==> src/rtl/qxm_pkg.sv <==
// Shared types, constants and register layout of the quad X PID mixer.
// Used by every module of the block; it depends on nothing else.
`default_nettype none

package qxm_pkg;

    // Fixed-point fraction of angles, rates, set points and errors.
    localparam int RATE_FRAC_BITS = 8;

    localparam int ANGLE_W = 16;
    localparam int RATE_W  = 20;
    localparam int PULSE_W = 12;
    localparam int GAIN_W  = 16;
    localparam int ERR_W   = 22;
    localparam int SUM_W   = 20;
    localparam int PID_W   = 11;
    localparam int MOT_W   = 14;
    localparam int CFG_W   = 48;
    localparam int ACC_W   = 42;

    // Set point numerator: dead-banded pulse scaled up, minus the level term.
    localparam int DB_W   = 14;
    localparam int NUM_W  = (((DB_W - 1 + RATE_FRAC_BITS) > RATE_W) ?
                             (DB_W - 1 + RATE_FRAC_BITS) : RATE_W) + 1;
    // Divide by three as a multiply by a rounded-up reciprocal.
    localparam int DIV_K  = NUM_W - 1;
    localparam int DIV_RW = DIV_K + 1;
    localparam logic [DIV_K:0] SP_RECIP =
        DIV_RW'(((64'd1 << DIV_RW) + 64'd2) / 64'd3);
    localparam int CALC_W = ((NUM_W > RATE_W) ? NUM_W : RATE_W) + 1;

    localparam int RND_SHIFT = RATE_FRAC_BITS + 8;

    localparam int DEADBAND_HIGH    = 1508;
    localparam int DEADBAND_LOW     = 1492;
    localparam int YAW_ARM_THROTTLE = 1050;
    localparam int LEVEL_GAIN       = 15;
    localparam int ERR_MAX          = 2097151;
    localparam int ERR_MIN          = -2097152;

    // Configuration register indexes.
    typedef enum logic [2:0] {
        CFG_KP,
        CFG_KI,
        CFG_KD,
        CFG_PID_LIMIT,
        CFG_INT_LIMIT,
        CFG_THR_IDLE,
        CFG_MOTOR_MIN,
        CFG_MOTOR_MAX
    } cfg_index_t;

    typedef struct packed {
        logic [CFG_W-1:0]   kp;
        logic [CFG_W-1:0]   ki;
        logic [CFG_W-1:0]   kd;
        logic [9:0]         pid_limit;
        logic [18:0]        integral_limit;
        logic [PULSE_W-1:0] throttle_idle;
        logic [PULSE_W-1:0] motor_min;
        logic [PULSE_W-1:0] motor_max;
    } cfg_t;

    // One classified request passed from front to back.
    typedef struct packed {
        logic signed [ERR_W-1:0] err_yaw;
        logic signed [ERR_W-1:0] err_pitch;
        logic signed [ERR_W-1:0] err_roll;
        logic [PULSE_W-1:0]      throttle;
    } item_t;

    typedef enum logic [2:0] {
        BK_IDLE,
        BK_YAW,
        BK_PITCH,
        BK_ROLL,
        BK_FINISH
    } back_state_t;

endpackage

`default_nettype wire

==> src/rtl/qxm_front.sv <==
// Front end: accepts a request and forms the three rate errors.
// Depends on qxm_pkg; feeds qxm_queue.
`default_nettype none

module qxm_front (
    input  wire logic                             clk,
    input  wire logic                             rst_n,
    input  wire logic                             in_valid,
    output logic                                  in_ready,
    input  wire logic signed [qxm_pkg::ANGLE_W-1:0] pitch_angle,
    input  wire logic signed [qxm_pkg::ANGLE_W-1:0] roll_angle,
    input  wire logic signed [qxm_pkg::RATE_W-1:0]  yaw_rate,
    input  wire logic signed [qxm_pkg::RATE_W-1:0]  pitch_rate,
    input  wire logic signed [qxm_pkg::RATE_W-1:0]  roll_rate,
    input  wire logic [qxm_pkg::PULSE_W-1:0]        yaw_cmd,
    input  wire logic [qxm_pkg::PULSE_W-1:0]        pitch_pulse,
    input  wire logic [qxm_pkg::PULSE_W-1:0]        roll_pulse,
    input  wire logic [qxm_pkg::PULSE_W-1:0]        throttle_cmd,
    output qxm_pkg::item_t                        q_wdata,
    output logic                                  q_wr_en,
    input  wire logic                             q_full
);
    import qxm_pkg::*;

    // Dead band on the stick pulse, scaled, minus fifteen times the angle.
    function automatic logic signed [NUM_W-1:0] sp_num(
        input logic [PULSE_W-1:0]        pulse,
        input logic signed [ANGLE_W-1:0] angle
    );
        logic signed [DB_W-1:0]  p;
        logic signed [DB_W-1:0]  db;
        logic signed [NUM_W-1:0] lvl;
        p  = $signed({2'b00, pulse});
        db = '0;
        if (p > DB_W'(DEADBAND_HIGH))
            db = p - DB_W'(DEADBAND_HIGH);
        else if (p < DB_W'(DEADBAND_LOW))
            db = p - DB_W'(DEADBAND_LOW);
        lvl = NUM_W'(angle) * NUM_W'(LEVEL_GAIN);
        return (NUM_W'(db) <<< RATE_FRAC_BITS) - lvl;
    endfunction

    // Signed divide by three, truncating toward zero.
    function automatic logic signed [NUM_W-1:0] sp_div3(
        input logic signed [NUM_W-1:0] num
    );
        logic                    neg;
        logic [NUM_W-1:0]        mag_full;
        logic [DIV_K-1:0]        mag;
        logic [2*DIV_K:0]        prod;
        logic [DIV_K-1:0]        q;
        neg      = num[NUM_W-1];
        mag_full = neg ? NUM_W'(-num) : NUM_W'(num);
        mag      = mag_full[DIV_K-1:0];
        prod     = (2*DIV_K+1)'(mag) * (2*DIV_K+1)'(SP_RECIP);
        q        = prod[DIV_RW +: DIV_K];
        return neg ? -$signed(NUM_W'(q)) : $signed(NUM_W'(q));
    endfunction

    // Error saturated to the stored error range.
    function automatic logic signed [ERR_W-1:0] err_calc(
        input logic signed [RATE_W-1:0] rate,
        input logic signed [NUM_W-1:0]  num
    );
        logic signed [CALC_W-1:0] v;
        v = CALC_W'(rate) - CALC_W'(sp_div3(num));
        if (v > CALC_W'(ERR_MAX))
            return ERR_W'(ERR_MAX);
        else if (v < CALC_W'(ERR_MIN))
            return ERR_W'(ERR_MIN);
        return v[ERR_W-1:0];
    endfunction

    logic                      s1_valid_reg;
    logic signed [NUM_W-1:0]   num_yaw_reg;
    logic signed [NUM_W-1:0]   num_pitch_reg;
    logic signed [NUM_W-1:0]   num_roll_reg;
    logic signed [RATE_W-1:0]  rate_yaw_reg;
    logic signed [RATE_W-1:0]  rate_pitch_reg;
    logic signed [RATE_W-1:0]  rate_roll_reg;
    logic [PULSE_W-1:0]        thr_reg;

    // The stage drains into the queue whenever the queue has room.
    assign in_ready = !s1_valid_reg || !q_full;
    assign q_wr_en  = s1_valid_reg && !q_full;

    always_ff @(posedge clk or negedge rst_n)
    begin
        if (!rst_n)
        begin
            s1_valid_reg <= 1'b0;
        end
        else if (in_ready)
        begin
            s1_valid_reg <= in_valid;
        end
    end

    // Stage one: set point numerators and the captured rates.
    always_ff @(posedge clk)
    begin
        if (in_valid && in_ready)
        begin
            if ({1'b0, throttle_cmd} > 13'(YAW_ARM_THROTTLE))
                num_yaw_reg <= sp_num(yaw_cmd, '0);
            else
                num_yaw_reg <= '0;
            num_pitch_reg  <= sp_num(pitch_pulse, pitch_angle);
            num_roll_reg   <= sp_num(roll_pulse, roll_angle);
            rate_yaw_reg   <= yaw_rate;
            rate_pitch_reg <= pitch_rate;
            rate_roll_reg  <= roll_rate;
            thr_reg        <= throttle_cmd;
        end
    end

    // Stage two: divide and subtract on the way into the queue.
    always_comb
    begin
        q_wdata.err_yaw   = err_calc(rate_yaw_reg, num_yaw_reg);
        q_wdata.err_pitch = err_calc(rate_pitch_reg, num_pitch_reg);
        q_wdata.err_roll  = err_calc(rate_roll_reg, num_roll_reg);
        q_wdata.throttle  = thr_reg;
    end

endmodule

`default_nettype wire

==> config.mk <==
export PLATFORM = sky130hd
export DESIGN_NAME = qxm_front
export DESIGN_NICKNAME = d
export VERILOG_FILES = /design/src/rtl/qxm_pkg.sv /design/src/rtl/qxm_front.sv
export SDC_FILE = /design/constraint.sdc
export NUM_CORES = 2
export LEC_CHECK = 0
export BUFFER_PORTS_ARGS = -buffer_cell sky130_fd_sc_hd__buf_2
export CORE_MARGIN = 3
export CORE_UTILIZATION = 52
export CTS_CLUSTER_SIZE = 20
export DETAILED_ROUTE_END_ITERATION = 12
export PLACE_DENSITY = 0.7
export SYNTH_ARGS = -nofsm -noshare
export SYNTH_HDL_FRONTEND = slang
export SYNTH_SLANG_ARGS = --single-unit
==> constraint.sdc <==
create_clock -name clk -period 15.1 [get_ports clk]
set_clock_uncertainty 0.2 [all_clocks]
set_input_delay 1.51 -clock clk [delete_from_list [all_inputs] [get_ports clk]]
set_output_delay 1.51 -clock clk [all_outputs]
set_load 0.02 [all_outputs]
# --- Word-level counts from Yosys, hierarchy flattened ---
# Index checks and enable logic that the tools add are counted.
word_totals:
  regBits: 139
  output_inout_bits: 80
  elab_cells: 78
op_classes:
  add_sub_neg: 17
  multipliers: 5
  n_lt_le_gt_ge: 13
  n_mux: 29
  n_reduce_logical: 5
op_table:
  columns: ["op", "count"]
  rows:
  - ["$mux W22", 12]
  - ["$mul A21 B20 Y41 const B", 3]
  - ["$mux W14", 8]
  - ["$sub A12 B11 Y13 const B", 6]
  - ["$gt A23 B22 Y1 const B", 3]
  - ["$lt A23 B22 Y1 const B", 3]
  - ["$sub A20 B22 Y23", 3]
  - ["$neg A20 Y22", 3]
  - ["$mux W21", 3]
  - ["$neg A21 Y21", 3]
  - ["$gt A12 B11 Y1 const B", 4]
  - ["$sub A22 B21 Y22", 2]
  - ["$mul A16 B5 Y21 const B", 2]
  - ["$lt A12 B11 Y1 const B", 3]
  - ["$mux W1", 6]
  - ["$logic_and A1 B1 Y1", 2]
  - ["$logic_not A1 Y1", 2]
  - ["$logic_or A1 B1 Y1", 1]

# --- Logic depth before layout (Yosys ltp) ---
depth:
  ltp_word: 10
  mapped_depth: 48
  ltp_nobuf: 47

# --- Worst setup path after synthesis ---
# OpenSTA, ideal clock, no wires.
synth_path:
  path_type: "register to output"
  startpoint: "reg num_pitch_reg[0]"
  endpoint: "out q_wdata[37] (netlist name)"
  arrival_ns: 11.235
  t_required_ns: 13.390
  path_slack_ns: 2.155
  path_stages_with_launch: 46
  path_buffers: 1
  path_cell_list: "edfxtp_1 -> inv_1 -> ha_1 -> nand2_1 -> or3_1 -> or2_2 -> o41ai_1 -> nand2_1 -> xnor2_1 -> inv_1 -> ha_1 -> ha_1 -> fa_1 -> fa_1 -> fa_1 -> fa_1 -> inv_1 -> fa_1 -> (+10 left out) -> ha_1 -> inv_1 -> nor4_2 -> o21ai_0 -> a2bb2oi_1 -> xnor2_1 -> ha_1 -> a21o_1 -> a21o_1 -> a221oi_1 -> nand2_1 -> o21ai_1 -> a211oi_1 -> or4_1 -> nand3_1 -> nor2_1 -> clkbuf_1 -> o31ai_1"
synth_rtl:
  columns: ["item", "line_no", "text"]
  rows:
  - ["from (decl)", "qxm_front.sv:76", "logic signed [NUM_W-1:0] num_pitch_reg;"]
  - ["from (signal assigned)", "qxm_front.sv:108", "num_pitch_reg <= sp_num(pitch_pulse, pitch_angle);"]
  - ["to (decl)", "qxm_front.sv:19", "output qxm_pkg::item_t q_wdata,"]

==> impl_metrics.json <==
{
  "clkLatencyLatePin_ps": 470,
  "synth_top_family_by_area": "adder cells",
  "avgRoutedWirePerCell_um": 17.1,
  "setup_tns_ps": 0,
  "cts_buffers": 17,
  "fillCellCount": 5866,
  "drt-vias-per-instance": 5.49,
  "drive_above_1_share_pct": 8.43,
  "yosys.cell_types.count": 92,
  "cts_sinks": 130,
  "use_met2_pct": 38.6,
  "htree_levels": 4,
  "synth-xor-area-share_pct": 7.18,
  "routabilityCongestion": 0.959,
  "ys_seq_area_share_pct": 11.2,
  "synth_compound_area_share_pct": 13.2,
  "grt_use_met3_pct": 5.28,
  "rrSetupSlack_ps": 12440,
  "io_pins": 224,
  "initial_utilization_pct": 52.6,
  "cp_data_arrival_time_ps": 12480,
  "dieHeight_um": 264,
  "r2r-end": "num_yaw_reg[8]",
  "synth_nets": 4960,
  "dpl_worst_slack_ps": 810,
  "syn_avg_cell_area_um2": 9.37,
  "dr.first_iter.drc_count": 1544,
  "synthCells": 3698,
  "cts_tree": "done",
  "synth-simple-area-share_pct": 9.26,
  "dieArea_um2": 69800,
  "ys.flop_type": "edfxtp_1",
  "cap_violations": 0,
  "clockRootBuffer": "clkbuf_16",
  "cp_slowest_cell": "fa_1",
  "nets": 5176,
  "synthAdderAreaFrac_pct": 50.0,
  "vias": 26400,
  "finalSetupViolCount": 0,
  "worst-setup-path-type": "reg2out",
  "min_period_ps": 14190,
  "critPathMostFrequentCell": "ha_1",
  "path_clk_slew_ps": 80,
  "outcome": "finished, final reports clean",
  "wl_um": 82300,
  "rr_worst_depth": 3,
  "worst_slew_pin_slew_ps": 1080,
  "grt_util_met1_pct": 31.8,
  "grt_use_total_pct": 23.7,
  "hp-class": "reg2reg",
  "synth.cell_area_um2": 34700,
  "muxShareOfSynthArea_pct": 0.513,
  "ys.warnings.count": 0,
  "synth_seq_cells": 130,
  "cpPeakStageDelay_ps": 550,
  "regToRegStartpoint": "s1_valid_reg",
  "final_hold_viol_count": 0,
  "placedInstanceArea_um2": 36800,
  "timing.slew.headroom_pct": 27.6,
  "io_buffers": 223,
  "antenna_found_initial": 19,
  "min_period_over_period_pct": 93.9,
  "slew_violations": 0,
  "grt_overflow": 0,
  "setup_slack_ps": 915,
  "post-dp-hpwl_um": 72000,
  "rows": 94,
  "fmax_mhz": 70.5,
  "chipWidth_um": 264,
  "rsz0062_at_grt": "no",
  "crit_path_start": "num_pitch_reg[0]",
  "grt_pass1_wl_um": 133000,
  "worstSetupStartpointType": "register",
  "synth_edf_count": 129,
  "min_path_cells": 2,
  "crit_path_end": "q_wdata[35]",
  "cp_max_fo": 20,
  "area_growth_pct": 8.19,
  "core_area_um2": 65900,
  "grt_pass1_vias": 26100,
  "clock_path_buffers": 2,
  "grt_busiest_layer": "met2",
  "final_core_util_pct": 56.9,
  "first_pass_iters": 5,
  "drcViolationCount": 0,
  "postRouteAntennaNets": 0,
  "worstSetupEndpointType": "output pin",
  "cts_hold_buf": 0,
  "stdcell_area_um2": 37500,
  "grt_start_max_net_pins": 67,
  "async_flop_share_pct": 0.769,
  "worstPathRequired_ps": 13390
}
-- metal layers --
metal / part of all wire (%) / vias up
met1: 44 / 12700
met2: 47 / 598
met4: 2.4 / 10
li1: - / 12900
met5: 0.083 / -
met3: 6.4 / 110
-- what timing repair did --
item,CTS,global route
endpoints found under the setup margin,0,20
gates resized for setup,0,7
endpoints found under the hold margin,0,0
buffers inserted,0,3
-- worst max-delay path, delay by kind of cell (launching register included) --
family | cells | cell delay (ps)
AND/OR/NAND/NOR | 12 | 3060
AO/OA/AOI/OAI | 13 | 3030
flip-flops | 1 | 530
adder cells (fa/ha/maj) | 11 | 4260
XOR/XNOR | 2 | 520
buffers and inverters | 6 | 560
-- cells by family (layout without fill, tap and decap cells) --
group	count (synthesis)	in the layout
xor+xnor	284	284
buf+inv	790	1019
flops	130	130
fa+ha+maj	1123	1123
compound gates	703	703
other cells	0	12
mux	17	17
simple gates	651	651
-- layout by cell type (no fill, tap or decap), types with 16 or more instances in the layout --
cell / Yosys / final
inv_1: 735 / 735
o31ai_1: 31 / 31
xnor2_1: 167 / 167
buf_2: 4 / 223
o21a_1: 23 / 23
o21bai_1: 25 / 25
xor2_1: 117 / 115
o22ai_1: 17 / 17
nand2_1: 163 / 163
nor3_1: 50 / 50
nand4_1: 17 / 17
o21ai_0: 124 / 124
a31oi_1: 24 / 24
a21oi_1: 212 / 212
nor2b_1: 33 / 33
a22oi_1: 16 / 16
nand3_1: 57 / 57
nor2_1: 168 / 167
clkbuf_16: 0 / 17
and3_1: 26 / 26
nand2b_1: 34 / 34
buf_4: 0 / 27
fa_1: 437 / 437
edfxtp_1: 129 / 129
a211oi_1: 18 / 18
and2_1: 22 / 21
ha_1: 681 / 681
a21o_1: 66 / 66
-- layout make-up --
| type | instances | area [µm²] | area share (%) |
|---|---|---|---|
| well taps | 864 | 1080 | 2.88 |
| flip-flops and latches | 130 | 3900 | 10.4 |
| repair buffers | 250 | 1320 | 3.52 |
| inverters | 737 | 2770 | 7.38 |
| clock inverters | 15 | 161 | 0.430 |
| diodes | 12 | 30.0 | 0.0801 |
| clock buffers | 17 | 425 | 1.13 |
| multi-input cells | 2778 | 27800 | 74.2 |
-- how the worst min path moves through the flow --
| stage | from | to | slack (ps) |
|---|---|---|---|
| final | s1_valid_reg | s1_valid_reg | 320 |
| after global routing | s1_valid_reg | s1_valid_reg | 400 |
| after CTS | s1_valid_reg | s1_valid_reg | 330 |
| after detailed placement | s1_valid_reg | s1_valid_reg | 310 |
| after global placement | s1_valid_reg | s1_valid_reg | 300 |
| after floorplan | s1_valid_reg | s1_valid_reg | 410 |
-- metrics by stage --
step	hold slack [ps]	cells
after floorplan	409	3698
after global placement	301	4756
after detailed placement	306	4756
after CTS	329	4788
after global routing	399	4799
final	324	4803
-- synthesized netlist by cell type, drive strengths merged, types with 34 or more instances --
cell,n,area share [%]
nand3,57,0.82
nand2b,34,0.61
edfxtp,129,11
clkbuf,44,0.48
nor2,168,1.8
xor2,117,3.0
o21ai,136,2.0
nor3,50,0.72
inv,735,8.0
a21oi,215,3.1
nand2,163,1.8
fa,437,25
ha,681,25
a21o,66,1.4
xnor2,167,4.2
Power is left out: the tool's default activity adds up to more than one toggle a clock period on the data nets, which glitch-free logic cannot reach.
