**src/rtl/qxm_pkg.sv**
```systemverilog
// Shared types, constants and register layout of the quad X PID mixer.
// Used by every module of the block; it depends on nothing else.
`default_nettype none

package qxm_pkg;

    // Fixed-point fraction of angles, rates, set points and errors.
    localparam int RATE_FRAC_BITS = 8;

    localparam int ANGLE_W = 16;
    localparam int RATE_W  = 20;
    localparam int PULSE_W = 12;
    localparam int GAIN_W  = 16;
    localparam int ERR_W   = 22;
    localparam int SUM_W   = 20;
    localparam int PID_W   = 11;
    localparam int MOT_W   = 14;
    localparam int CFG_W   = 48;
    localparam int ACC_W   = 42;

    // Set point numerator: dead-banded pulse scaled up, minus the level term.
    localparam int DB_W   = 14;
    localparam int NUM_W  = (((DB_W - 1 + RATE_FRAC_BITS) > RATE_W) ?
                             (DB_W - 1 + RATE_FRAC_BITS) : RATE_W) + 1;
    // Divide by three as a multiply by a rounded-up reciprocal.
    localparam int DIV_K  = NUM_W - 1;
    localparam int DIV_RW = DIV_K + 1;
    localparam logic [DIV_K:0] SP_RECIP =
        DIV_RW'(((64'd1 << DIV_RW) + 64'd2) / 64'd3);
    localparam int CALC_W = ((NUM_W > RATE_W) ? NUM_W : RATE_W) + 1;

    localparam int RND_SHIFT = RATE_FRAC_BITS + 8;

    localparam int DEADBAND_HIGH    = 1508;
    localparam int DEADBAND_LOW     = 1492;
    localparam int YAW_ARM_THROTTLE = 1050;
    localparam int LEVEL_GAIN       = 15;
    localparam int ERR_MAX          = 2097151;
    localparam int ERR_MIN          = -2097152;

    // Configuration register indexes.
    typedef enum logic [2:0] {
        CFG_KP,
        CFG_KI,
        CFG_KD,
        CFG_PID_LIMIT,
        CFG_INT_LIMIT,
        CFG_THR_IDLE,
        CFG_MOTOR_MIN,
        CFG_MOTOR_MAX
    } cfg_index_t;

    typedef struct packed {
        logic [CFG_W-1:0]   kp;
        logic [CFG_W-1:0]   ki;
        logic [CFG_W-1:0]   kd;
        logic [9:0]         pid_limit;
        logic [18:0]        integral_limit;
        logic [PULSE_W-1:0] throttle_idle;
        logic [PULSE_W-1:0] motor_min;
        logic [PULSE_W-1:0] motor_max;
    } cfg_t;

    // One classified request passed from front to back.
    typedef struct packed {
        logic signed [ERR_W-1:0] err_yaw;
        logic signed [ERR_W-1:0] err_pitch;
        logic signed [ERR_W-1:0] err_roll;
        logic [PULSE_W-1:0]      throttle;
    } item_t;

    typedef enum logic [2:0] {
        BK_IDLE,
        BK_YAW,
        BK_PITCH,
        BK_ROLL,
        BK_FINISH
    } back_state_t;

endpackage

`default_nettype wire

```
**src/rtl/qxm_queue.sv**
```systemverilog
// Two-entry queue of classified requests between front and back.
// Depends on qxm_pkg for the entry type.
`default_nettype none

module qxm_queue (
    input  wire logic            clk,
    input  wire logic            rst_n,
    input  wire logic            wr_en,
    input  wire qxm_pkg::item_t  wdata,
    output logic                 full,
    input  wire logic            rd_en,
    output qxm_pkg::item_t       rdata,
    output logic                 empty
);
    import qxm_pkg::*;

    item_t       mem_reg [2];
    logic        wr_ptr_reg;
    logic        rd_ptr_reg;
    logic [1:0]  count_reg;

    assign full  = (count_reg == 2'd2);
    assign empty = (count_reg == 2'd0);
    assign rdata = mem_reg[rd_ptr_reg];

    // Pointers and fill count.
    always_ff @(posedge clk or negedge rst_n)
    begin
        if (!rst_n)
        begin
            wr_ptr_reg <= 1'b0;
            rd_ptr_reg <= 1'b0;
            count_reg  <= 2'd0;
        end
        else
        begin
            if (wr_en)
                wr_ptr_reg <= ~wr_ptr_reg;
            if (rd_en)
                rd_ptr_reg <= ~rd_ptr_reg;
            if (wr_en && !rd_en)
                count_reg <= count_reg + 2'd1;
            else if (rd_en && !wr_en)
                count_reg <= count_reg - 2'd1;
        end
    end

    // Entry storage.
    always_ff @(posedge clk)
    begin
        if (wr_en)
            mem_reg[wr_ptr_reg] <= wdata;
    end

endmodule

`default_nettype wire

```
**config.mk**
```make
export PLATFORM = sky130hd
export DESIGN_NAME = qxm_queue
export DESIGN_NICKNAME = d
export VERILOG_FILES = /design/src/rtl/qxm_pkg.sv /design/src/rtl/qxm_queue.sv
export SDC_FILE = /design/constraint.sdc
export NUM_CORES = 1
export LEC_CHECK = 0
export ABC_AREA = 1
export BUFFER_PORTS_ARGS = -buffer_cell sky130_fd_sc_hd__buf_2
export CORE_UTILIZATION = 53
export DETAILED_ROUTE_END_ITERATION = 7
export GPL_TIMING_DRIVEN = 0
export PLACE_DENSITY = 0.81
export REMOVE_ABC_BUFFERS = 1
export SLEW_MARGIN = 20
export SYNTH_ARGS = -nofsm -noshare
export SYNTH_HDL_FRONTEND = slang
export SYNTH_SLANG_ARGS = --single-unit
export TNS_END_PERCENT = 5
```
**constraint.sdc**
```tcl
create_clock -name clk -period 7.25 [get_ports clk]
set_clock_uncertainty 0.05 [all_clocks]
set_input_delay 0.725 -clock clk [delete_from_list [all_inputs] [get_ports clk]]
set_output_delay 0.725 -clock clk [all_outputs]
set_load 0.02 [all_outputs]
```
# --- Word level (Yosys, flattened, before mapping) ---
# Memories as Yosys holds them, arrays and structs flattened.
# Cells that the tools add are included.
word_totals:
  register_bits: 4
  mem_bits_rw: 156
  in_bits: 82
  out_inout_bits: 80
  mem_count: 1
op_classes:
  n_addsub: 2
  n_eq_ne: 1
  mux: 4
  bitwise_logic: 2
  n_reduce_logical: 6
memory_table:
  columns: ["memory", "words", "width", "read_ports", "rd_ports_with_merged_regs", "write_ports", "line", "source"]
  rows:
  - ["mem_reg", 2, 78, 1, 0, 1, "qxm_queue.sv:17", "item_t mem_reg [2];"]
op_table:
  columns: ["cell", "n"]
  rows:
  - ["$mux W2", 2]
  - ["$add A2 B1 Y2 const B", 1]
  - ["$eq A2 B2 Y1 const B", 1]
  - ["$logic_and A1 B1 Y1", 2]
  - ["$logic_not A1 Y1", 2]
  - ["$logic_not A2 Y1", 1]
  - ["$mux W1", 2]
  - ["$not A1 Y1", 2]
  - ["$reduce_bool A2 Y1", 1]
  - ["$sub A2 B1 Y2 const B", 1]

# --- Longest topological paths before layout ---
# Gate-level depths: netlist (run 1).
logic_depth:
  ltp_word: 4
  mapped_depth: 7
  mapped_depth_nobuf: 7

# --- Worst setup path before layout (run 1) ---
# Ideal clock, no wire load.
synth_path:
  path_kind: "input to register"
  startpoint: "input wr_en"
  endpoint: "memory mem_reg[0][0] (netlist bit) (enable)"
  setup_time_ns: 0.517
  arrival_ns: 4.033
  required_ns: 6.683
  setup_slack_ns: 2.650
  path_stages: 2
  path_buffers: 0
  cell_sequence: "inv_1 -> nor2_1"
synth_between:
  elab_chain_len: 2
synth_rtl:
  columns: ["item", "line", "source"]
  rows:
  - ["from (decl)", "qxm_queue.sv:8", "input wire logic wr_en,"]
  - ["$mux W1", "qxm_queue.sv:51", "if (wr_en)"]
  - ["$mux W1 (implied by the code)", "qxm_queue.sv:52", "mem_reg[wr_ptr_reg] <= wdata;"]
  - ["to (decl)", "qxm_queue.sv:17", null]
# Every way passes these cells.

==> results of run 1 <==
kinds of logic (layout without fill, tap and decap cells):
family        after synthesis  after routing  share of synthesized area
mux                        78             78                      0.156
flops                     160            160                      0.815
fa+ha+maj                   1              1                    0.00213
simple gates               10             10                    0.00703
buf+inv                    16            206                     0.0153
xor+xnor                    3              3                    0.00448
through the flow:
step                      total power [mW]  worst slack, ns
after floorplan                       1.96             2.65
after global placement                2.28            0.752
after detailed placement              2.28             4.84
after CTS                             3.14             4.27
after global routing                  3.23             4.21
final                                 3.10             4.31
routing by layer:
metal	GRT usage	vias up
met1	0.196	1467
li1	-	1405
met4	0.0832	2
met5	0	-
met2	0.312	112
met3	0.0541	13
report_power, final:
| group | switching, mW | leakage (nW) | internal [mW] |
|---|---|---|---|
| combinational | 0.532 | 1.12 | 0.404 |
| sequential | 0.0875 | 1.51 | 1.23 |
| clock | 0.327 | 0.259 | 0.521 |
| total | 0.947 | 2.89 | 2.15 |
what timing repair did:
item / CTS / global route
endpoints found under the hold margin: 4 / 0
hold buffers: 1 / 0
endpoints found under the setup margin: 0 / 0
worst reg2reg max path, cell delays in order (launching register included):
cell and delay (ns):
dfrtp_1 0.44, nor2_4 0.54, buf_16 0.26, buf_16 0.18
synthesized netlist by cell type:
cell type	n
xnor2_1	1
buf_2	6
edfxtp_1	156
mux2_2	68
xor2_1	2
inv_1	7
nand2_1	5
mux2_4	10
dfrtp_1	4
nor2_1	3
nand3_1	1
ha_1	1
buf_6	3
nand4_1	1
worst min-delay path by stage:
stage / start / end / slack, ns
after floorplan: rst_n / count_reg[0] / 0.38
after global placement: wr_ptr_reg / wr_ptr_reg / 0.43
after detailed placement: count_reg[1] / count_reg[1] / 0.45
after CTS: wdata[25] / mem_reg[1][25] / 0.33
after global routing: wdata[23] / mem_reg[0][23] / 0.32
final: wdata[57] / mem_reg[1][57] / 0.35
layout make-up:
cell class	instances	area share
Clock buffer	21	0.0572
Clock inverter	11	0.0187
Inverter	7	0.00384
Multi-Input combinational cell	92	0.134
Sequential cell	160	0.638
Tap cell	140	0.0233
Timing Repair Buffer	167	0.125
==> qor.yml, run 1 <==
global_routing:
  grt_pass1_vias: 3064
  overflow: 0
  grt_pass1_wl_um: 14900
  grt_util_all_layers: 0.177
  grt_max_degree: 44
  antenna_found_initial: 1
placed_design:
  portBuffers: 161
  dp_cells: 565
  dpl_cell_area_um2: 6920
  hpwl_um: 6460
  place_congestion: 0.686
setup_path:
  critical_path_class: "register to output pin"
  cpMaxStageDelayCell: "dfrtp_4"
  worst-path-stages: 3
  crit_start: "rd_ptr_reg"
  reg2reg_to: "mem_reg[0][22]"
  rrSetupSlack_ns: 5.50
  r2r-start: "wr_ptr_reg"
  cp.arrival_ns: 2.16
  worst_setup_path_end_kind: "output pin"
  r2r_cells: 3
  crit_chain: "buf_16 -> mux2_2 -> buf_2"
  crit_buf_inv: 2
  max_stage_delay_ns: 0.77
  cp-endpoint: "rdata[33]"
  crit_family: "flip-flops"
  required_ns: 6.47
  cp_max_fo: 43
  cp-start-kind: "register"
flow_run:
  maxCapViolCount: 0
worst_hold_path:
  holdPathStages: 1
  min_path_type: "input port to register"
synth:
  yosysWarnings: 0
  synth_seq_cells: 160
  syn-cell-area_um2: 5870
  synthDistinctLibCells: 14
  synth_top_area_share: 0.798
  synth_area_leaders: "edfxtp_1 (80%), mux2_2 (13%), mux2_4 (2.6%)"
  yosysSeqAreaShare: 0.815
  syn_inst: 268
  synth_top_area_cell: "edfxtp_1"
  syn_area_per_cell_um2: 21.9
sta:
  setup_viol: 0
  hold_viol_final: 0
  tightest_slew_ns: 0.634
  drv_slew: 0
  max-slew-margin-rel: 0.576
  rsz0062_at_grt: "false"
  layout_min_cycle_time_ns: 2.94
  fin_hold_ws_ns: 0.346
  fmax_mhz: 341
  setup_tns_ns: 0
  fin_crit_sh: 0.405
finish:
  diodes: 0
  layout_common_cells: "buf_2 (161), edfxtp_1 (156), mux2_2 (68), clkbuf_16 (16), mux2_4 (10)"
  layout_commonest_cell: "buf_2"
  area_growth_pct: 27.8
  fin_area_um2: 7500
  post-route-util: 0.695
  final-seq-area_um2: 4790
  largest_register_ffs: 156
  drive_gt1_frac: 0.596
  final_nets: 528
  multiInputGateArea_um2: 1000
  fillers: 734
  finalNonFillerCells: 598
detailed_routing:
  vias: 2999
  drtIter0Drc: 111
  vias_per_cell: 5.02
  drt_first_pass_iters: 4
  drc_errors: 0
  routed.top_layer: "met5"
  wl_per_cell_um: 16.5
  wl_met2_um: 5220
  routed_wl_um: 9870
  detail-route-antenna-nets: 0
  drt-met1-wl_um: 3860
  met3_length_um: 642
pwr:
  leakagePower_nw: 2.89
  ir_worst_vdd_v: 0.000218
  power.density_nw_per_um2: 413
floorplan:
  die_h_um: 107
  rows: 38
  die-area_um2: 11500
  start_util: 0.544
  core_region_area_um2: 10800
  fp.dieW_um: 107
  ios: 162
cts:
  root_buffer: "clkbuf_8"
  cts_inserted_buffers: 17
  cts_tree: "built"
  cts_resized: 0
  max-clock-path-buffers: 2
  cts_setup_buffers: 0
  htreeDepth: 4
  path_clk_slew_ns: 0.06
  insertion_delay_ns: 0.51
  clock_sinks: 160
run_status:
  status: "finished clean"
No activity file was read; power rests on OpenSTA's default activity.
==> run 2, diff against run 1 <==
--- a/config.mk
+++ b/config.mk
@@ -7,10 +7,10 @@
 export LEC_CHECK = 0
 export ABC_AREA = 1
 export BUFFER_PORTS_ARGS = -buffer_cell sky130_fd_sc_hd__buf_2
-export CORE_UTILIZATION = 53
+export CORE_UTILIZATION = 52
 export DETAILED_ROUTE_END_ITERATION = 7
 export GPL_TIMING_DRIVEN = 0
-export PLACE_DENSITY = 0.81
+export PLACE_DENSITY = 0.79
 export REMOVE_ABC_BUFFERS = 1
 export SLEW_MARGIN = 20
 export SYNTH_ARGS = -nofsm -noshare
==> constraint.sdc (replaced) <==
create_clock -name clk -period 3 [get_ports clk]
set_clock_uncertainty 0.05 [all_clocks]
set_input_delay 0.3 -clock clk [delete_from_list [all_inputs] [get_ports clk]]
set_output_delay 0.3 -clock clk [all_outputs]
set_load 0.02 [all_outputs]
==> qor.yml, run 2 (synthesis gave the netlist of run 1 again) <==
setup_path:
  critical_path_class: "register to output pin"
  worst_setup_path_end_kind: "output pin"
  cp-start-kind: "register"
  max_stage_delay_ns: 0.78
  cp_max_fo: 43
  rrSetupSlack_ns: 1.29
  cp.arrival_ns: 2.05
  required_ns: 2.65
  crit_chain: "buf_16 -> mux2_2 -> buf_2"
  cpMaxStageDelayCell: "dfrtp_4"
placed_design:
  hpwl_um: 6420
  place_ws_ns: 0.992
  portBuffers: 161
  place_congestion: 0.686
sta:
  hold_viol_final: 0
  max-slew-margin-rel: 0.622
  fin_crit_sh: 0.801
  tightest_slew_ns: 0.566
  drv_slew: 0
  rsz0062_at_grt: "false"
  fmax_mhz: 416
  finalWorstSetupSlack_ns: 0.597
  layout_min_cycle_time_ns: 2.40
  setup_viol: 0
cts:
  clock_sinks: 160
  insertion_delay_ns: 0.40
  max-clock-path-buffers: 2
  cts_inserted_buffers: 17
  root_buffer: "clkbuf_16"
  path_clk_slew_ns: 0.06
  cts_setup_buffers: 0
  cts_tree: "built"
  htreeDepth: 4
global_routing:
  grt_pass1_vias: 2933
  grt_max_degree: 44
  overflow: 0
  grt_util_all_layers: 0.168
  grt_pass1_wl_um: 14100
  antenna_found_initial: 0
finish:
  drive_gt1_frac: 0.603
  layout_common_cells: "buf_2 (161), edfxtp_1 (156), mux2_2 (68), clkbuf_16 (17), mux2_4 (10)"
  diodes: 0
  layout_commonest_cell: "buf_2"
  final_nets: 528
  area_growth_pct: 28.5
  largest_register_ffs: 156
detailed_routing:
  wl_per_cell_um: 16.2
  drc_errors: 0
  routed_wl_um: 9700
  vias: 2968
  drt_first_pass_iters: 6
  drtIter0Drc: 105
  vias_per_cell: 4.96
  detail-route-antenna-nets: 0
pwr:
  p_total_mw: 7.61
  power.density_nw_per_um2: 1010
  leakagePower_nw: 2.91
  ir_worst_vdd_v: 0.000546
floorplan:
  fp.dieW_um: 108
  start_util: 0.537
  ios: 162
  rows: 38
  core_region_area_um2: 10900
  die-area_um2: 11700
  die_h_um: 108
flow_run:
  maxCapViolCount: 0
worst_hold_path:
  min_path_type: "input port to register"
run_status:
  status: "finished clean"
-- run 2: cell count changes in the layout (fill, tap and decap cells not counted) --
cell	delta
clkbuf_1	-1
clkbuf_16	+1
clkbuf_8	+2
clkinv_1	-2
-- run 2: worst max-delay path, delay by kind of cell (launching register included) --
family | cells | cell delay (ns)
buf+inv | 2 | 0.46
mux | 1 | 0.37
flops | 1 | 0.78
-- run 2: worst paths after layout --
path | cells past startpoint | end | startpoint
hold reg to reg | 2 | count_reg[1] | count_reg[1]
hold / removal | 2 | rd_ptr_reg | rd_en
min in group asynchronous | 2 | count_reg[1] | rst_n
setup / recovery | 3 | rdata[30] | rd_ptr_reg
setup reg to reg | 3 | mem_reg[0][71] | wr_ptr_reg
max in group asynchronous | 2 | rd_ptr_reg | rst_n
-- run 2: cell type report --
type / count / area [um^2]
Multi-Input combinational cell: 92 / 1000
Clock buffer: 23 / 478
Tap cell: 140 / 175
Inverter: 7 / 28.8
Sequential cell: 160 / 4790
Fill cell: 757 / 3390
Timing Repair Buffer: 167 / 938
Clock inverter: 9 / 133
-- run 2: where the power goes --
group | internal (mW) | switching [mW] | leakage, nW
registers | 2.97 | 0.214 | 1.51
logic | 0.977 | 1.27 | 1.12
clock network | 1.37 | 0.804 | 0.282
total | 5.32 | 2.29 | 2.91
-- run 2: stage by stage --
step	utilization	hold slack [ns]	instances	cell area, um^2	setup TNS (ns)
floorplan	-	-0.0456	259	5810	-96.09
global placement	0.621	0.0552	560	6790	-320.60
detailed placement	0.633	0.0637	565	6920	0
CTS	0.690	0.00543	598	7540	0
global route	0.690	0.00794	598	7540	0
finish	0.690	0.0234	598	7540	0
-- run 2: layer usage --
layer	vias up	GRT usage	routed length (um)
met2	98	0.297	5130
met5	-	0	0
met4	0	0.0637	102
met1	1449	0.183	3850
li1	1412	-	-
met3	9	0.0645	620
-- run 2: what timing repair did --
item,CTS,global route
resized for setup,0,0
hold buffers,1,0
endpoints found under the hold margin,4,0
