### src/rtl/qxm_pkg.sv
// Shared types, constants and register layout of the quad X PID mixer.
// Used by every module of the block; it depends on nothing else.
`default_nettype none

package qxm_pkg;

    // Fixed-point fraction of angles, rates, set points and errors.
    localparam int RATE_FRAC_BITS = 8;

    localparam int ANGLE_W = 16;
    localparam int RATE_W  = 20;
    localparam int PULSE_W = 12;
    localparam int GAIN_W  = 16;
    localparam int ERR_W   = 22;
    localparam int SUM_W   = 20;
    localparam int PID_W   = 11;
    localparam int MOT_W   = 14;
    localparam int CFG_W   = 48;
    localparam int ACC_W   = 42;

    // Set point numerator: dead-banded pulse scaled up, minus the level term.
    localparam int DB_W   = 14;
    localparam int NUM_W  = (((DB_W - 1 + RATE_FRAC_BITS) > RATE_W) ?
                             (DB_W - 1 + RATE_FRAC_BITS) : RATE_W) + 1;
    // Divide by three as a multiply by a rounded-up reciprocal.
    localparam int DIV_K  = NUM_W - 1;
    localparam int DIV_RW = DIV_K + 1;
    localparam logic [DIV_K:0] SP_RECIP =
        DIV_RW'(((64'd1 << DIV_RW) + 64'd2) / 64'd3);
    localparam int CALC_W = ((NUM_W > RATE_W) ? NUM_W : RATE_W) + 1;

    localparam int RND_SHIFT = RATE_FRAC_BITS + 8;

    localparam int DEADBAND_HIGH    = 1508;
    localparam int DEADBAND_LOW     = 1492;
    localparam int YAW_ARM_THROTTLE = 1050;
    localparam int LEVEL_GAIN       = 15;
    localparam int ERR_MAX          = 2097151;
    localparam int ERR_MIN          = -2097152;

    // Configuration register indexes.
    typedef enum logic [2:0] {
        CFG_KP,
        CFG_KI,
        CFG_KD,
        CFG_PID_LIMIT,
        CFG_INT_LIMIT,
        CFG_THR_IDLE,
        CFG_MOTOR_MIN,
        CFG_MOTOR_MAX
    } cfg_index_t;

    typedef struct packed {
        logic [CFG_W-1:0]   kp;
        logic [CFG_W-1:0]   ki;
        logic [CFG_W-1:0]   kd;
        logic [9:0]         pid_limit;
        logic [18:0]        integral_limit;
        logic [PULSE_W-1:0] throttle_idle;
        logic [PULSE_W-1:0] motor_min;
        logic [PULSE_W-1:0] motor_max;
    } cfg_t;

    // One classified request passed from front to back.
    typedef struct packed {
        logic signed [ERR_W-1:0] err_yaw;
        logic signed [ERR_W-1:0] err_pitch;
        logic signed [ERR_W-1:0] err_roll;
        logic [PULSE_W-1:0]      throttle;
    } item_t;

    typedef enum logic [2:0] {
        BK_IDLE,
        BK_YAW,
        BK_PITCH,
        BK_ROLL,
        BK_FINISH
    } back_state_t;

endpackage

`default_nettype wire

### src/rtl/qxm_back.sv
// Back end: per-axis PID on a shared multiplier set, then the X mixer.
// Depends on qxm_pkg; drains qxm_queue and drives the result channel.
`default_nettype none

module qxm_back (
    input  wire logic                      clk,
    input  wire logic                      rst_n,
    input  wire qxm_pkg::cfg_t             cfg,
    input  wire qxm_pkg::item_t            q_rdata,
    input  wire logic                      q_empty,
    output logic                           q_rd_en,
    output logic                           out_valid,
    input  wire logic                      out_ready,
    output logic [qxm_pkg::PULSE_W-1:0]    motor_a,
    output logic [qxm_pkg::PULSE_W-1:0]    motor_b,
    output logic [qxm_pkg::PULSE_W-1:0]    motor_c,
    output logic [qxm_pkg::PULSE_W-1:0]    motor_d
);
    import qxm_pkg::*;

    back_state_t state_reg, state_next;

    logic signed [SUM_W-1:0] sum_reg  [3];
    logic signed [ERR_W-1:0] last_reg [3];
    logic signed [ERR_W-1:0] w_err_reg [3];
    logic [PULSE_W-1:0]      w_thr_reg;

    logic signed [ERR_W+GAIN_W:0]   prod_p_reg;
    logic signed [SUM_W+GAIN_W:0]   prod_i_reg;
    logic signed [ERR_W+GAIN_W+1:0] prod_d_reg;

    logic signed [PID_W-1:0] pid_yaw_reg;
    logic signed [PID_W-1:0] pid_pitch_reg;

    logic                    mix_valid_reg;
    logic signed [PID_W-1:0] mix_pid_reg [3];
    logic [PULSE_W-1:0]      mix_thr_reg;

    logic                    out_valid_reg;
    logic [PULSE_W-1:0]      motor_reg [4];

    logic                    mul_en;
    logic [1:0]              ax;
    logic                    load_work;
    logic                    load_mix;
    logic                    mix_fire;

    logic signed [ERR_W-1:0]   err_cur;
    logic signed [ERR_W:0]     delta;
    logic signed [SUM_W+2:0]   sum_raw;
    logic signed [SUM_W+2:0]   ilim;
    logic signed [SUM_W-1:0]   sum_new;
    logic [GAIN_W-1:0]         g_p;
    logic [GAIN_W-1:0]         g_i;
    logic [GAIN_W-1:0]         g_d;

    logic signed [ACC_W-1:0]   acc;
    logic [ACC_W-1:0]          acc_mag;
    logic [ACC_W-1:0]          rnd;
    logic [9:0]                pid_mag;
    logic signed [PID_W-1:0]   pid_val;

    logic signed [MOT_W-1:0]   thr_s;
    logic signed [MOT_W-1:0]   p0;
    logic signed [MOT_W-1:0]   p1;
    logic signed [MOT_W-1:0]   p2;
    logic signed [MOT_W-1:0]   mix_raw [4];
    logic [PULSE_W-1:0]        mix_out [4];

    assign mix_fire = mix_valid_reg && (!out_valid_reg || out_ready);

    // Sequencer: one axis per cycle, the last accumulate overlaps the next pop.
    always_ff @(posedge clk or negedge rst_n)
    begin
        if (!rst_n)
            state_reg <= BK_IDLE;
        else
            state_reg <= state_next;
    end

    always_comb
    begin
        state_next = state_reg;
        q_rd_en    = 1'b0;
        load_work  = 1'b0;
        load_mix   = 1'b0;
        mul_en     = 1'b0;
        ax         = 2'd0;
        unique case (state_reg)
            BK_IDLE:
            begin
                if (!q_empty)
                begin
                    q_rd_en    = 1'b1;
                    load_work  = 1'b1;
                    state_next = BK_YAW;
                end
            end
            BK_YAW:
            begin
                mul_en     = 1'b1;
                ax         = 2'd0;
                state_next = BK_PITCH;
            end
            BK_PITCH:
            begin
                mul_en     = 1'b1;
                ax         = 2'd1;
                state_next = BK_ROLL;
            end
            BK_ROLL:
            begin
                mul_en     = 1'b1;
                ax         = 2'd2;
                state_next = BK_FINISH;
            end
            BK_FINISH:
            begin
                if (!mix_valid_reg || mix_fire)
                begin
                    load_mix = 1'b1;
                    if (!q_empty)
                    begin
                        q_rd_en    = 1'b1;
                        load_work  = 1'b1;
                        state_next = BK_YAW;
                    end
                    else
                    begin
                        state_next = BK_IDLE;
                    end
                end
            end
            default:
            begin
                state_next = BK_IDLE;
            end
        endcase
    end

    // Error sum update, derivative and gain selection for the current axis.
    always_comb
    begin
        err_cur = w_err_reg[ax];
        delta   = (ERR_W+1)'(err_cur) - (ERR_W+1)'(last_reg[ax]);
        sum_raw = (SUM_W+3)'(sum_reg[ax]) + (SUM_W+3)'(err_cur);
        ilim    = $signed((SUM_W+3)'(cfg.integral_limit));
        if (sum_raw > ilim)
            sum_new = ilim[SUM_W-1:0];
        else if (sum_raw < -ilim)
            sum_new = SUM_W'(-ilim);
        else
            sum_new = sum_raw[SUM_W-1:0];
        g_p = cfg.kp[GAIN_W*ax +: GAIN_W];
        g_i = cfg.ki[GAIN_W*ax +: GAIN_W];
        g_d = cfg.kd[GAIN_W*ax +: GAIN_W];
    end

    // Accumulate the registered products, round half away from zero, clamp.
    always_comb
    begin
        acc     = ACC_W'(prod_p_reg) + ACC_W'(prod_i_reg) + ACC_W'(prod_d_reg);
        acc_mag = acc[ACC_W-1] ? ACC_W'(-acc) : ACC_W'(acc);
        rnd     = (acc_mag + (ACC_W'(1) << (RND_SHIFT - 1))) >> RND_SHIFT;
        if (rnd > ACC_W'(cfg.pid_limit))
            pid_mag = cfg.pid_limit;
        else
            pid_mag = rnd[9:0];
        pid_val = acc[ACC_W-1] ? -$signed(PID_W'(pid_mag)) : $signed(PID_W'(pid_mag));
    end

    // Axis state, products and the per-item working copy.
    always_ff @(posedge clk or negedge rst_n)
    begin
        if (!rst_n)
        begin
            for (int i = 0; i < 3; i++)
            begin
                sum_reg[i]  <= '0;
                last_reg[i] <= '0;
            end
        end
        else if (mul_en)
        begin
            sum_reg[ax]  <= sum_new;
            last_reg[ax] <= err_cur;
        end
    end

    always_ff @(posedge clk)
    begin
        if (load_work)
        begin
            w_err_reg[0] <= q_rdata.err_yaw;
            w_err_reg[1] <= q_rdata.err_pitch;
            w_err_reg[2] <= q_rdata.err_roll;
            w_thr_reg    <= q_rdata.throttle;
        end
        if (mul_en)
        begin
            prod_p_reg <= err_cur * $signed({1'b0, g_p});
            prod_i_reg <= sum_new * $signed({1'b0, g_i});
            prod_d_reg <= delta * $signed({1'b0, g_d});
        end
        if (state_reg == BK_PITCH)
            pid_yaw_reg <= pid_val;
        if (state_reg == BK_ROLL)
            pid_pitch_reg <= pid_val;
        if (load_mix)
        begin
            mix_pid_reg[0] <= pid_yaw_reg;
            mix_pid_reg[1] <= pid_pitch_reg;
            mix_pid_reg[2] <= pid_val;
            mix_thr_reg    <= w_thr_reg;
        end
        if (mix_fire)
        begin
            for (int k = 0; k < 4; k++)
                motor_reg[k] <= mix_out[k];
        end
    end

    // Mixer and output handshake flags.
    always_ff @(posedge clk or negedge rst_n)
    begin
        if (!rst_n)
        begin
            mix_valid_reg <= 1'b0;
            out_valid_reg <= 1'b0;
        end
        else
        begin
            if (load_mix)
                mix_valid_reg <= 1'b1;
            else if (mix_fire)
                mix_valid_reg <= 1'b0;
            if (mix_fire)
                out_valid_reg <= 1'b1;
            else if (out_ready)
                out_valid_reg <= 1'b0;
        end
    end

    // X-frame mix, idle bypass, then motor bounds.
    always_comb
    begin
        thr_s = $signed(MOT_W'(mix_thr_reg));
        p0    = MOT_W'(mix_pid_reg[0]);
        p1    = MOT_W'(mix_pid_reg[1]);
        p2    = MOT_W'(mix_pid_reg[2]);
        if (mix_thr_reg >= cfg.throttle_idle)
        begin
            mix_raw[0] = thr_s - p2 - p1 + p0;
            mix_raw[1] = thr_s + p2 - p1 - p0;
            mix_raw[2] = thr_s - p2 + p1 - p0;
            mix_raw[3] = thr_s + p2 + p1 + p0;
        end
        else
        begin
            for (int k = 0; k < 4; k++)
                mix_raw[k] = thr_s;
        end
        for (int k = 0; k < 4; k++)
        begin
            if (mix_raw[k] > $signed(MOT_W'(cfg.motor_max)))
                mix_out[k] = cfg.motor_max;
            else if (mix_raw[k] < $signed(MOT_W'(cfg.motor_min)))
                mix_out[k] = cfg.motor_min;
            else
                mix_out[k] = mix_raw[k][PULSE_W-1:0];
        end
    end

    assign out_valid = out_valid_reg;
    assign motor_a   = motor_reg[0];
    assign motor_b   = motor_reg[1];
    assign motor_c   = motor_reg[2];
    assign motor_d   = motor_reg[3];

endmodule

`default_nettype wire

### config.mk
export PLATFORM = sky130hd
export DESIGN_NAME = qxm_back
export DESIGN_NICKNAME = d
export VERILOG_FILES = /design/src/rtl/qxm_pkg.sv /design/src/rtl/qxm_back.sv
export SDC_FILE = /design/constraint.sdc
export NUM_CORES = 2
export LEC_CHECK = 0
export BUFFER_PORTS_ARGS = -buffer_cell sky130_fd_sc_hd__buf_2
export CORE_ASPECT_RATIO = 1.25
export CORE_UTILIZATION = 65
export DETAILED_ROUTE_END_ITERATION = 7
export GPL_TIMING_DRIVEN = 1
export PLACE_DENSITY = 0.95
export SYNTH_ARGS = -nofsm -noshare
export SYNTH_HDL_FRONTEND = slang
export SYNTH_SLANG_ARGS = --single-unit
### constraint.sdc
create_clock -name clk -period 17.1 [get_ports clk]
set_input_delay 1.71 -clock clk [delete_from_list [all_inputs] [get_ports clk]]
set_output_delay 1.71 -clock clk [all_outputs]
set_load 0.02 [all_outputs]
### Yosys cells after proc, flatten, opt, wreduce, memory -nomap -nowiden

Memory sizes are Yosys's and may differ from the RTL's.
Cells that the tools add are included.

* bits in registers: 293
* logic and storage cells: 122
* bits of input ports: 291
* memories: 3
* output and inout bits: 50
* memory bits (writable): 147

* magnitude comparators: 14
* eq/ne operators: 6
* reductions and logical operators: 11
* $add $sub $neg: 18
* bitwise gates (word level): 1
* shift-type cells: 3
* multipliers: 3
* multiplexer cells: 47

Memories
* w_err_reg: depth 3, bits a word 22, read ports 1, clocked after Yosys merged registers in 0, wr ports 3, line qxm_back.sv:25 `logic signed [ERR_W-1:0] w_err_reg [3];`
* motor_reg: depth 4, bits a word 12, read ports 4, clocked after Yosys merged registers in 0, wr ports 4, line qxm_back.sv:40 `logic [PULSE_W-1:0] motor_reg [4];`
* mix_pid_reg: depth 3, bits a word 11, read ports 3, clocked after Yosys merged registers in 0, wr ports 3, line qxm_back.sv:36 `logic signed [PID_W-1:0] mix_pid_reg [3];`

Operators with widths (number)
* $shiftx A48 B7 Y16: 3
* $mux W20: 5
* $mux W12: 8
* $bwmux W66: 1
* $mux W22: 3
* $bwmux W60: 1
* $add A14 B11 Y14: 4
* $gt A14 B13 Y1: 4
* $lt A14 B13 Y1: 4
* $mux W56: 1
* $sub A14 B11 Y14: 4
* $bmux W22 S2: 1
* $demux W22 S2: 1
* $add A42 B16 Y42 const B: 1
* $mux W42: 1
* $neg A41 Y42: 1
* $add A40 B40 Y41: 1
* $add A39 B37 Y40: 1
* $bmux W20 S2: 1
* $demux W20 S2: 1
* $mul A23 B17 Y40: 1
* $mul A22 B17 Y39: 1
* $mul A20 B17 Y37: 1
* $gt A26 B10 Y1: 1
* 30 further kinds: 52

### Longest topological paths before layout

* word-level depth: 11
* mapped depth: 65
* mapped depth without buffers: 58

### Worst setup path before layout

No wires, ideal clock.

* path type: register to output
* start: register state_reg[0]
* end: output q_rd_en
* data arrival time: 15.006 ns
* cell stages (with the launch flop): 8
* path buffers: 6
* setup slack: 0.384 ns
* required time: 15.390 ns
* cell sequence: dfrtp_1 buf_2 buf_1 clkbuf_1 clkbuf_1 buf_1 buf_1 a2111oi_0

* longest elaborated chain between the ends: 2
* elaborated cells on any way between the ends: 3
* those cells by class: 1 x eq/ne; 1 x mux; 1 x reduce/logical

Ends and longest elaborated chain
* start: declaration: line qxm_back.sv:21 `back_state_t state_reg, state_next;`
* start signal: assignment: line qxm_back.sv:78 `state_reg <= state_next;`
* $eq A3 B3 Y1 or $logic_not A3 Y1 (tied branches): line qxm_back.sv:89 `unique case (state_reg)`
* $pmux W1 S2 *: line qxm_back.sv:89
* end: declaration: line qxm_back.sv:11 `output logic q_rd_en,`

Mark *: on every way between the ends. The rest lies on a longest branch, timed or not.

### Final worst setup path

* start: register state_reg[2]
* end: register prod_i_reg[36], data pin

* elaborated cells on any way between the ends: 15
* those cells by class: 1 x add/sub; 1 x mul; 2 x order compare; 2 x eq/ne; 1 x shift; 6 x mux; 1 x bitwise; 1 x memory

RTL lines
* $eq A3 B2 Y1: line qxm_back.sv:89
* $pmux W2 S2 *: line qxm_back.sv:89
* $mem_v2 Z3 W22 *
* via err_cur[1]: line qxm_back.sv:48 `logic signed [ERR_W-1:0] err_cur;`
* $add A20 B22 Y23 *: line qxm_back.sv:146 `sum_raw = (SUM_W+3)'(sum_reg[ax]) + (SUM_W+3)'(err_cur);`
* $lt A23 B23 Y1: line qxm_back.sv:150 `else if (sum_raw < -ilim)`
* $mux W20: line qxm_back.sv:150
* $mux W20 *: line qxm_back.sv:148 `if (sum_raw > ilim)`
* $mul A20 B17 Y37 *: line qxm_back.sv:202 `prod_i_reg <= sum_new * $signed({1'b0, g_i});`
* end signal: assignment: line qxm_back.sv:202
* end: declaration: line qxm_back.sv:29 `logic signed [SUM_W+GAIN_W:0] prod_i_reg;`

Mark *: on every way through the listed nets, which the timed path passes. The rest lies on a longest branch. The select of a mux whose other input is x is not followed.
A chain may end at the register's enable or synchronous reset.

==> run summary <==
In this run the most critical hold path is launched from pid_pitch_reg[0]. The flow ran to the end, but the final reports show violations. The final reports fail on DRC. After synthesis, the mean cell area works out to 9.10 µm². The total setup violations reported at the end of the flow is 0. For the worst setup path, the data arrival time is 15.87 ns. The logs give 111000 µm² for the area enclosed by the die boundary and 0 for the number of gates resized after cts.

The core region is 108000 µm². The post-route fraction of the period consumed by the critical path was 0.906; the global placer's final weighted congestion was 1.09. Final hold analysis gives a worst-case slack of 0.415 ns. Yosys warning count: 0. The number of buffers inserted by post-CTS setup repair is 0.

The violation count after the first detailed-route iteration is 6353. Yosys attributes the largest share of cell area to fa_1, edfxtp_1, ha_1. The number of antenna violations at the first check in global routing was 13. The maximum clock skew at final layout was 0.0344 ns; the area fraction of the dominant cell type after synthesis was 0.318.

The tree built by TritonCTS fans out to 440 sinks. At the worst endpoint, the required time is 17.49 ns. The hold-fix buffer count after cts is 0, and the clock transition time at the flip-flop clock pins of the worst setup and hold paths is 0.07 ns. The max-slew headroom at the worst pin was 0.0515; the number of buffers added by the clock tree synthesis step was 47. TritonCTS built the clock tree. The first-pass GRT wire length came out at 353 mm.

The die is 372 µm tall. For the clock latency of the later-clocked register in the worst-skew pair, the log shows 0.67 ns. The type of the tightest min-delay check was reg -> reg. The per-cell via count in the routed design is 6.30, and the synthesized instance count is 7819.

The number of flops mapped to enable cells by yosys is 309. The run gives 0.656 as the initial core utilization. The tools report the number of endpoints with negative hold slack in the final report as 0.

Cell repeated most along the worst path: fa_1. The synthesized flop and latch total came out at 440. Reg-to-reg startpoint: state_reg[2]. The net count after synthesis is 9843, and the worst-path maximum fanout is 95.

The peak per-stage delay on the critical path was 0.88 ns. The critical path in this run is classified as reg -> reg. The via count of the first global-routing pass was 64800; the total negative slack was 0 ns. The H-tree was split into 2 levels. The worst path needs 15.48 ns of the cycle, external delays included. The busiest layer in global routing was met2.

The sort of element at the end of the critical path is a flip-flop. After synthesis the cells add up to 71200 µm². The library cell used most frequently in the layout, excluding fill and tap cells, is inv_1. Cell type contributing the most total cell area after synthesis: fa_1.

The tool flagged a number of max-cap violations equal to 0. The library cells used most frequently in the layout, excluding fill and tap cells, are inv_1, fa_1, nand2_1. The logs give 0.419 for the global router's overall resource usage and 0.111 for the met3 usage in global routing. The worst-margin pin slew is 1.42 ns. STA classifies the critical path startpoint as a flip-flop. Once detail routing completed, the nets flagged for antenna violations numbered 0. The total wire length is 229 mm. The share of synthesized flip-flops with an asynchronous set or reset came out at 0.298. The largest net degree at the start of global routing was 96.

Tracing the worst setup path back leads to its startpoint at state_reg[2]. The logs give 0.435 for the met1 demand-to-capacity share in global routing and 96 for the count of distinct cell types in the synthesized netlist. After legalization and detailed placement, the total HPWL measured 179 mm.

After detailed routing, the average wire length per cell comes to 24.0 µm. The clock passes through at most 3 buffers. For this block, the via count after detailed routing is 59900.

The share of post-route cells with drive strength above 1 was 0.0799. Setup repair after global routing left no endpoint under its margin. The dominant synthesized flop cell is edfxtp_1.

The slowest stage of the critical path belongs to the cell o21ai_1. The die is 298 µm wide. The met2 usage in global routing is 0.687. The tools report the length of the first detailed-routing pass in iterations as 8. For this run the aggregate overflow at the end of global routing stands at 0. The run gives 0.0646 GHz as the highest achievable clock rate.

The number of max-slew violations in the final report was 0. For the residual DRC count, the log shows 28. The quantity of I/O buffers inserted on ports is 340.

The run gives 0.176 as the part of the Yosys area used for sequential elements. In this run the count of I/O pins placed on the die edge is 341. The area growth from synthesis to layout is 7.06%. The tools report the number of nets in the final layout as 10100. The final core area utilization was 0.703.

The root buffer cell chosen for the clock tree is clkbuf_16. After floorplanning, the core was divided into 135 placement rows.
critical path, delay by kind of cell, from the launching register on:
family,cells,cell delay (ns)
fa+ha+maj,11,4.80
buf+inv,5,0.97
flops,1,0.50
xor+xnor,2,0.39
simple gates,8,2.19
compound gates,24,6.31
metal layers:
layer | share of wire | wire, µm
met5 | 0.00036 | 82
met4 | 0.12 | 27000
met3 | 0.11 | 24800
met2 | 0.46 | 106000
met1 | 0.31 | 71000
synthesized netlist by cell type (all sizes together), types with 45 or more instances:
cell type,number
nor2,649
nor3,86
o21a,85
a21oi,327
buf,45
xnor2,249
and2,59
nor2b,77
nand2b,77
nand2,1021
inv,1472
mux2i,166
edfxtp,309
fa,1131
o21bai,52
clkbuf,231
nand3,67
ha,602
a21o,83
dfrtp,131
o21ai,285
xor2,76
worst paths after layout:
path | slack, ns | end | depth (start not counted)
max | 1.62 | prod_i_reg[36] | 50
min | 0.42 | mix_pid_reg[0][11] | 0
max reg2reg | 1.62 | prod_i_reg[36] | 50
min reg2reg | 0.42 | mix_pid_reg[0][11] | 0
max in group asynchronous | 14.55 | state_reg[0] | 2
min in group asynchronous | 1.03 | sum_reg[33] | 1
metrics by stage:
step / worst slack [ns] / cells / instance area [µm²]
after floorplan: 0.384 / 7819 / 71200
after global placement: 2.45 / 9426 / 74600
after detailed placement: 2.03 / 9426 / 74600
after CTS: 1.93 / 9513 / 76200
after global routing: 0.682 / 9515 / 76200
final: 1.62 / 9521 / 76200
cells by family (layout without fill, tap and decap cells):
family	after synthesis	after routing	synth area share
AO/OA/AOI/OAI	1148	1148	0.103
buffers and inverters	1752	2008	0.0928
adder cells (fa/ha/maj)	1740	1740	0.425
multiplexers	182	182	0.0260
XOR/XNOR	326	326	0.0404
AND/OR/NAND/NOR	2231	2231	0.136
flip-flops	440	440	0.176
other	0	8	0
area by class of cell:
type | instances | area [µm²]
fill | 7583 | 32300
timing repair buffer | 445 | 2500
antenna | 8 | 20.0
inverter | 1476 | 5540
tap | 1438 | 1800
clock buffer | 59 | 1260
clock inverter | 28 | 329
sequential | 440 | 12600
multi-input combinational | 5627 | 52200
Power is left out: the tool's default activity adds up to more than one toggle a clock period on the data nets, which glitch-free logic cannot reach.
